$ cat src/rtl/rgb_to_hsv_converter_defines.svh
// Assertion macros for the RGB to HSV converter.
// Included by files that check their own logic; needs clk and rst in scope.
`ifndef RGB_TO_HSV_CONVERTER_DEFINES_SVH
`define RGB_TO_HSV_CONVERTER_DEFINES_SVH

// same-cycle implication
`define RTHSV_ASSERT_NOW(label, ante, cons) \
  label: assert property (@(posedge clk) disable iff (rst) (ante) |-> (cons)) \
    else $error("rthsv check failed");

// next-cycle implication
`define RTHSV_ASSERT_NEXT(label, ante, cons) \
  label: assert property (@(posedge clk) disable iff (rst) (ante) |=> (cons)) \
    else $error("rthsv check failed");

`endif

$ cat src/rtl/rthsv_pkg.sv
// Shared types and constants for the RGB to HSV converter.
// No dependencies.
`timescale 1ns / 1ps
package rthsv_pkg;

  localparam int FRAC_BITS_DEFAULT = 16;
  localparam int CHAN_W = 8;
  localparam int HSV_W = 16;
  localparam int NUM_W = 11;

  typedef enum logic [1:0] {
    SEC_RED,
    SEC_GREEN,
    SEC_BLUE
  } sector_t;

  typedef struct packed {
    logic [CHAN_W-1:0] mx;
    logic [CHAN_W-1:0] rem_s;
    logic [NUM_W-1:0]  div_h;
    logic [NUM_W-1:0]  rem_h;
    logic              sat_zero;
    logic              sat_full;
    logic              hue_zero;
  } div_state_t;

endpackage

$ cat src/rtl/rgb_to_hsv_converter.sv
// RGB to HSV converter, top level: front end, division pipeline, output register.
// Depends on rthsv_pkg, rthsv_prep, rthsv_div_step and the defines header.
`timescale 1ns / 1ps
// Takes one 8-bit RGB pixel per clock while pixel_ready is high and returns hue and
// saturation as Q0.FRAC_BITS fractions (low 16 bits) and brightness as the largest
// channel. The pipeline is two front-end stages, one stage per quotient bit of the
// two restoring dividers, and the output register. Throughput is one pixel per
// clock while the output takes results; stalls fill bubbles so the input keeps
// taking pixels while any stage is empty, even with a result waiting at the output.
module rgb_to_hsv_converter #(
  parameter int FRAC_BITS = rthsv_pkg::FRAC_BITS_DEFAULT
) (
  input  logic                        clk,
  input  logic                        rst,
  input  logic                        pixel_valid,
  output logic                        pixel_ready,
  input  logic [rthsv_pkg::CHAN_W-1:0] red,
  input  logic [rthsv_pkg::CHAN_W-1:0] green,
  input  logic [rthsv_pkg::CHAN_W-1:0] blue,
  output logic                        hsv_valid,
  input  logic                        hsv_ready,
  output logic [rthsv_pkg::HSV_W-1:0] hue,
  output logic [rthsv_pkg::HSV_W-1:0] saturation,
  output logic [rthsv_pkg::CHAN_W-1:0] brightness
);
  import rthsv_pkg::*;
  `include "rgb_to_hsv_converter_defines.svh"

  localparam int ExtW = (FRAC_BITS > HSV_W) ? FRAC_BITS : HSV_W;

  div_state_t           st  [0:FRAC_BITS];
  logic [FRAC_BITS-1:0] qs  [0:FRAC_BITS];
  logic [FRAC_BITS-1:0] qh  [0:FRAC_BITS];
  logic                 sv  [0:FRAC_BITS];
  logic                 sr  [0:FRAC_BITS];
  logic                 ov;
  logic                 ordy;
  logic [FRAC_BITS-1:0] sat_c, hue_c;
  logic [ExtW-1:0]      sat_ext, hue_ext;

  rthsv_prep u_prep (
    .clk       (clk),
    .rst       (rst),
    .in_valid  (pixel_valid),
    .in_ready  (pixel_ready),
    .red       (red),
    .green     (green),
    .blue      (blue),
    .out_valid (sv[0]),
    .out_ready (sr[0]),
    .out_st    (st[0])
  );

  assign qs[0] = '0;
  assign qh[0] = '0;

  for (genvar i = 0; i < FRAC_BITS; i++) begin : g_div
    rthsv_div_step #(.FRAC_BITS(FRAC_BITS)) u_step (
      .clk       (clk),
      .rst       (rst),
      .in_valid  (sv[i]),
      .in_ready  (sr[i]),
      .in_st     (st[i]),
      .in_qs     (qs[i]),
      .in_qh     (qh[i]),
      .out_valid (sv[i+1]),
      .out_ready (sr[i+1]),
      .out_st    (st[i+1]),
      .out_qs    (qs[i+1]),
      .out_qh    (qh[i+1])
    );
  end

  assign ordy              = !ov || hsv_ready;
  assign sr[FRAC_BITS]     = ordy;
  assign hsv_valid         = ov;

  always_comb begin
    if (st[FRAC_BITS].sat_zero) sat_c = '0;
    else if (st[FRAC_BITS].sat_full) sat_c = '1;
    else sat_c = qs[FRAC_BITS];
    hue_c   = st[FRAC_BITS].hue_zero ? '0 : qh[FRAC_BITS];
    sat_ext = ExtW'(sat_c);
    hue_ext = ExtW'(hue_c);
  end

  always_ff @(posedge clk) begin
    if (rst) begin
      ov <= 1'b0;
    end else if (ordy) begin
      ov <= sv[FRAC_BITS];
    end
  end

  always_ff @(posedge clk) begin
    if (ordy && sv[FRAC_BITS]) begin
      hue        <= hue_ext[HSV_W-1:0];
      saturation <= sat_ext[HSV_W-1:0];
      brightness <= st[FRAC_BITS].mx;
    end
  end

  // empty output register means the whole pipeline can take a pixel
  `RTHSV_ASSERT_NOW(a_ready_when_empty, !hsv_valid, pixel_ready)
  // black pixel gives zero hue and saturation
  `RTHSV_ASSERT_NOW(a_black_zero, hsv_valid && brightness == '0,
                    saturation == '0 && hue == '0)
  // a result taken with nothing behind it leaves the output empty
  `RTHSV_ASSERT_NEXT(a_drain, hsv_valid && hsv_ready && !sv[FRAC_BITS], !hsv_valid)

endmodule

$ cat src/rtl/rthsv_prep.sv
// Front end: max/min and sector (stage 1), difference, hue numerator and divisor (stage 2).
// Depends on rthsv_pkg.
`timescale 1ns / 1ps
module rthsv_prep (
  input  logic                       clk,
  input  logic                       rst,
  input  logic                       in_valid,
  output logic                       in_ready,
  input  logic [rthsv_pkg::CHAN_W-1:0] red,
  input  logic [rthsv_pkg::CHAN_W-1:0] green,
  input  logic [rthsv_pkg::CHAN_W-1:0] blue,
  output logic                       out_valid,
  input  logic                       out_ready,
  output rthsv_pkg::div_state_t      out_st
);
  import rthsv_pkg::*;

  logic                v1, v2;
  logic                rdy1, rdy2;
  logic [CHAN_W-1:0]   r1, g1, b1, mx1, mn1;
  sector_t             sec1;
  logic [CHAN_W-1:0]   mx_c, mn_c;
  sector_t             sec_c;
  logic [CHAN_W-1:0]   d_c;
  logic [NUM_W-1:0]    d6_c, base_c;
  logic signed [11:0]  diff_c, num_c;
  div_state_t          st_c, st2;

  assign rdy2      = !v2 || out_ready;
  assign rdy1      = !v1 || rdy2;
  assign in_ready  = rdy1;
  assign out_valid = v2;
  assign out_st    = st2;

  always_comb begin
    if (red >= green && red >= blue) begin
      sec_c = SEC_RED;
      mx_c  = red;
    end else if (green >= blue) begin
      sec_c = SEC_GREEN;
      mx_c  = green;
    end else begin
      sec_c = SEC_BLUE;
      mx_c  = blue;
    end
    mn_c = red;
    if (green < mn_c) mn_c = green;
    if (blue < mn_c) mn_c = blue;
  end

  always_comb begin
    d_c  = mx1 - mn1;
    d6_c = NUM_W'({d_c, 2'b00}) + NUM_W'({d_c, 1'b0});
    unique case (sec1)
      SEC_RED: begin
        base_c = '0;
        diff_c = $signed({4'b0, g1}) - $signed({4'b0, b1});
      end
      SEC_GREEN: begin
        base_c = NUM_W'({d_c, 1'b0});
        diff_c = $signed({4'b0, b1}) - $signed({4'b0, r1});
      end
      SEC_BLUE: begin
        base_c = NUM_W'({d_c, 2'b00});
        diff_c = $signed({4'b0, r1}) - $signed({4'b0, g1});
      end
      default: begin
        base_c = '0;
        diff_c = '0;
      end
    endcase
    num_c = $signed({1'b0, base_c}) + diff_c;
    if (num_c[11]) num_c = num_c + $signed({1'b0, d6_c});
    st_c.mx       = mx1;
    st_c.rem_s    = d_c;
    st_c.div_h    = d6_c;
    st_c.rem_h    = num_c[NUM_W-1:0];
    st_c.sat_zero = (mx1 == '0);
    st_c.sat_full = (mn1 == '0) && (mx1 != '0);
    st_c.hue_zero = (d_c == '0);
  end

  always_ff @(posedge clk) begin
    if (rst) begin
      v1 <= 1'b0;
      v2 <= 1'b0;
    end else begin
      if (rdy1) v1 <= in_valid;
      if (rdy2) v2 <= v1;
    end
  end

  always_ff @(posedge clk) begin
    if (rdy1 && in_valid) begin
      r1   <= red;
      g1   <= green;
      b1   <= blue;
      mx1  <= mx_c;
      mn1  <= mn_c;
      sec1 <= sec_c;
    end
    if (rdy2 && v1) st2 <= st_c;
  end

endmodule

$ cat src/rtl/rthsv_div_step.sv
// One restoring-division step for both saturation and hue quotients, registered.
// Depends on rthsv_pkg.
`timescale 1ns / 1ps
module rthsv_div_step #(
  parameter int FRAC_BITS = rthsv_pkg::FRAC_BITS_DEFAULT
) (
  input  logic                  clk,
  input  logic                  rst,
  input  logic                  in_valid,
  output logic                  in_ready,
  input  rthsv_pkg::div_state_t in_st,
  input  logic [FRAC_BITS-1:0]  in_qs,
  input  logic [FRAC_BITS-1:0]  in_qh,
  output logic                  out_valid,
  input  logic                  out_ready,
  output rthsv_pkg::div_state_t out_st,
  output logic [FRAC_BITS-1:0]  out_qs,
  output logic [FRAC_BITS-1:0]  out_qh
);
  import rthsv_pkg::*;

  logic               v;
  logic               rdy;
  logic [CHAN_W:0]    rs2;
  logic [NUM_W:0]     rh2;
  logic               bit_s, bit_h;
  div_state_t         st_c;

  assign rdy       = !v || out_ready;
  assign in_ready  = rdy;
  assign out_valid = v;

  always_comb begin
    rs2   = {in_st.rem_s, 1'b0};
    rh2   = {in_st.rem_h, 1'b0};
    bit_s = rs2 >= {1'b0, in_st.mx};
    bit_h = rh2 >= {1'b0, in_st.div_h};
    st_c  = in_st;
    st_c.rem_s = bit_s ? CHAN_W'(rs2 - {1'b0, in_st.mx}) : rs2[CHAN_W-1:0];
    st_c.rem_h = bit_h ? NUM_W'(rh2 - {1'b0, in_st.div_h}) : rh2[NUM_W-1:0];
  end

  always_ff @(posedge clk) begin
    if (rst) begin
      v <= 1'b0;
    end else if (rdy) begin
      v <= in_valid;
    end
  end

  always_ff @(posedge clk) begin
    if (rdy && in_valid) begin
      out_st <= st_c;
      out_qs <= {in_qs[FRAC_BITS-2:0], bit_s};
      out_qh <= {in_qh[FRAC_BITS-2:0], bit_h};
    end
  end

endmodule
$ cat config.mk
export PLATFORM = sky130hd
export DESIGN_NAME = rgb_to_hsv_converter
export DESIGN_NICKNAME = d
export VERILOG_FILES = /design/src/rtl/rthsv_pkg.sv /design/src/rtl/rgb_to_hsv_converter.sv /design/src/rtl/rthsv_prep.sv /design/src/rtl/rthsv_div_step.sv
export VERILOG_INCLUDE_DIRS = /design/src /design/src/rtl
export SDC_FILE = /design/constraint.sdc
export NUM_CORES = 2
export LEC_CHECK = 0
export BUFFER_PORTS_ARGS = -buffer_cell sky130_fd_sc_hd__buf_4
export CORE_MARGIN = 10
export CORE_UTILIZATION = 24
export CTS_CLUSTER_SIZE = 12
export DETAILED_ROUTE_END_ITERATION = 10
export PLACE_DENSITY = 0.33
export SETUP_SLACK_MARGIN = 0.5
export SLEW_MARGIN = 20
export SYNTH_ARGS = -nofsm -noshare
export SYNTH_HDL_FRONTEND = slang
export SYNTH_SLANG_ARGS = --single-unit
$ cat constraint.sdc
create_clock -name clk -period 8.6 [get_ports clk]
set_input_delay 0.43 -clock clk [delete_from_list [all_inputs] [get_ports clk]]
set_output_delay 0.43 -clock clk [all_outputs]
set_load 0.1 [all_outputs]
==> summary.md <==
| Metric | Value |
|---|---|
| Result of the run | `complete, no violations` |
| Number of maximum-capacitance constraint violations | `0` |
| Clk Latency, worst-skew pair | `between 0.7 and 0.8 ns` |
| Number of synthesized register bits | `about 1000` |
| DRC | `0` |
| Vias per cell | `4.127` |
| Setup TNS after final layout | `0 ns` |
| Slew at the pin closest to its max-slew limit | `~1.0 ns` |
| CTS H-Tree Depth | `4` |
| Worst Setup Path Type | `reg2reg` |
| Number of slew-limit violations in the final report | `0` |
| Number of failing setup endpoints in the final timing report | `0` |
| Number of flops mapped to enable cells by yosys | `~990` |
| Avg Cell Area, Syn | `between 10 and 15 um2` |
| Total length of routed wires | `109.5 mm` |
| Clock transition at path regs | `approximately 0.06 ns` |
| Post-route setup slack | `roughly 3.5 ns` |
| Post-route clock period utilization | `approximately 59%` |
| Post-Synthesis Net Count | `4127` |
| Max stage delay cell, worst path | `sky130_fd_sc_hd__edfxtp_1` |
| Global-route total usage across every layer | `between 9 and 10%` |
| Number of clock sinks | `a little over 1000` |
| Iter 0 DRT Violations | `1182` |
| Largest fanout on the critical path | `4` |
| WL per Instance | `16.34 um` |
| Number of I/O pins | `70` |
| Most common cell after layout, fill and taps aside | `sky130_fd_sc_hd__edfxtp_1` |
| Cell area after synthesis | `0.04959 mm2` |
| Post-synthesis cell count | `~3700` |
| RD Place Congestion | `0.7332` |
| Post-CTS Resized | `0` |
| Number of antenna violations at the first check in global routing | `1` |
| Pin count of the biggest net entering global routing | `64` |
| Main flop type after synthesis | `sky130_fd_sc_hd__edfxtp_1` |
| Share of flip-flops with an asynchronous set or reset after synthesis | `0%` |
| Maximum vdd drop | `around 0.2 mV` |
| Effective utilization at floorplan | `approximately 24%` |
| Row count | `166` |
| Setup repair after global routing missed its margin | `false` |
| Die width | `~470 um` |
| Overall power | `approximately 13000 uW` |
| Proportion of layout cells with a drive suffix above 1 | `between 10% and 20%` |
| Arrival time at the worst endpoint | `approximately 5.6 ns` |
| Worst slew slack as a fraction of its limit | `approximately 30%` |
| Critical Path End Type | `register` |
| Critical Path Max Stage Delay | `about 0.46 ns` |
| Maximum clock path buffer count | `3` |
| Register-to-Register Setup Slack | `3.51 ns` |
| Time the final worst path needs with I/O delays and setup | `about 5.1 ns` |
| Via count | `roughly 28000` |
| Number of global-route vias before repair | `30100` |
| Tightest hold margin | `roughly 0.41 ns` |
| Power Dens Cells | `approximately 230 mW/mm2` |
| Commonest cells after routing, fill and taps aside | `989 x sky130_fd_sc_hd__edfxtp_1, 478 x sky130_fd_sc_hd__inv_1, 384 x sky130_fd_sc_hd__ha_1` |
| Number of distinct standard cells referenced by the synthesized netlist | `68` |
| Number of warnings reported in the yosys synthesis log | `0` |
| Final core occ | `between 20% and 30%` |
| Share of synthesized area occupied by flip-flops and latches | `60.66%` |
| Multi-input combinational cell area | `approximately 0.018 mm2` |
| Post-route ant nets | `0` |
| Num CTS Buffers | `~130` |
| Total Nets Final | `between 4000 and 5000` |
| Y dimension of the die | `474.6 um` |
| Post-detail-place hpwl | `81.16 mm` |
| HP Class | `reg2reg` |
| PortBufs | `69` |
| CTS root buffer | `sky130_fd_sc_hd__clkbuf_16` |
| Area growth, synth to finish | `17.29%` |
| Static Leakage | `about 0.022 uW` |
| Count of final hold-check violations | `0` |
| Wire length of the first global-routing pass | `between 150 and 200 mm` |
| WP data required | `a little over 9 ns` |
| Total Die Area | `roughly 0.23 mm2` |
| Highest Clock Rate | `just under 0.2 GHz` |
| Total area of sequential cells | `0.03008 mm2` |
| First-pass detailed-route iteration total | `5` |
| Core footprint | `around 0.20 mm2` |
| Final global-route overflow total | `0` |
| Crit path cell chain | `ha_1 > a21o_1 > a21o_1 > a311oi_1 > xor2_1 > inv_1 > a22oi_1 > nor2b_1 > ha_1 > o21ai_0 > inv_1 > o31a_1 > a21oi_1 > ha_1 > a21oi_1 > nand2_1 > and3_1 > a221o_1 > xor2_1 > mux2i_1 > xor2_1` |
| TritonCTS clock tree | `built` |
| Startpoint Class | `register` |
| Number of filler instances in the final layout | `about 21000` |
| Fin Clk Skew | `around 0.031 ns` |
| Pre-CTS WS | `between 3 and 4 ns` |
[final cells by class]
class	count	share of cell area [%]
Clock buffer	171	6.056
Sequential cell	1008	51.72
Tap cell	2688	5.783
Inverter	479	3.091
Clock inverter	64	1.086
Antenna cell	2	0.008605
Timing Repair Buffer	119	1.656
Multi-Input combinational cell	2169	30.60
[power by group]
part           leakage, uW  switching, uW  internal (uW)
Sequential         0.00907           91.1           5580
Clock              0.00201           2190           3090
Combinational       0.0108           1170           1030
[cells by family (layout without fill, tap and decap cells)]
logic type / after synthesis / count (layout) / synth area share [%]
buffers and inverters: 501 / 833 / 3.828
muxes: 243 / 243 / 5.458
DFF: 1008 / 1008 / 60.66
other: 0 / 2 / 0
and+or+nand+nor: 630 / 630 / 6.305
adders and majority gates: 421 / 421 / 11.18
AOI/OAI and AO/OA: 698 / 698 / 9.406
xor gates and xnor gates: 177 / 177 / 3.164
[repair_timing]
action | in CTS | in global routing
setup buffers | 0 | 0
endpoints found under the setup margin | 0 | 0
hold endpoints to repair | 38 | 0
hold buffers | 28 | 0
[worst max-delay path: cells and delay by family (launching register included)]
family / cells / cell delay [ns]
compound gates: 9 / 1.97
buf+inv: 2 / 0.25
flops: 1 / 0.46
fa+ha+maj: 3 / 0.97
xor+xnor: 3 / 0.55
mux: 1 / 0.25
simple gates: 3 / 0.34
[synth_stat cells (39+ instances only)]
library cell,count,area [um2]
sky130_fd_sc_hd__a21oi_1,140,700.7
sky130_fd_sc_hd__nor2_1,266,998.5
sky130_fd_sc_hd__nand2_1,59,221.5
sky130_fd_sc_hd__a21boi_0,45,337.8
sky130_fd_sc_hd__nor2b_1,99,619.3
sky130_fd_sc_hd__inv_1,478,1794
sky130_fd_sc_hd__edfxtp_1,989,29700
sky130_fd_sc_hd__mux2i_1,48,480.5
sky130_fd_sc_hd__o21ai_0,153,765.7
sky130_fd_sc_hd__o21a_1,81,608.1
sky130_fd_sc_hd__mux2_2,187,2106
sky130_fd_sc_hd__nand2b_1,57,356.6
sky130_fd_sc_hd__a211oi_1,39,292.8
sky130_fd_sc_hd__xnor2_1,144,1261
sky130_fd_sc_hd__a21o_1,83,623.1
sky130_fd_sc_hd__ha_1,384,4805
sky130_fd_sc_hd__nand4_1,45,281.5
[flip-flops by register name, indices dropped and copies added, names as in the netlist, 16 cells and up]
name,count
u_prep.out_st,39
g_div.u_step.out_valid,16
hue,16
g_div.u_step.out_st,596
saturation,16
g_div.u_step.out_qs,136
g_div.u_step.out_qh,136
[per-layer routing]
| layer | vias to the layer above | part of all wire (%) | global-route usage (%) |
|---|---|---|---|
| li1 | 13930 | - | - |
| met1 | 13250 | 42 | 11.21 |
| met2 | 295 | 52 | 17.96 |
| met3 | 176 | 3.2 | 1.975 |
| met4 | 0 | 2.8 | 3.247 |
| met5 | - | 0 | 0 |
[stage by stage]
step / instances / cell area [um2]
after floorplan: 3678 / 49590
after global placement: 6435 / 53720
after detailed placement: 6435 / 53720
after CTS: 6698 / 58160
after global routing: 6699 / 58160
final: 6700 / 58160
[final timing paths]
kind                                           startpoint                         to  depth (start not counted)
worst max-delay path                        u_prep.mx1[1]          u_prep.out_st[13]                         21
worst min-delay path            g_div[6].u_step.out_qh[3]  g_div[7].u_step.out_qh[4]                          0
worst max register to register              u_prep.mx1[1]          u_prep.out_st[13]                         21
worst min register to register  g_div[6].u_step.out_qh[3]  g_div[7].u_step.out_qh[4]                          0
Note: power is estimated with default switching activity, not from simulation.
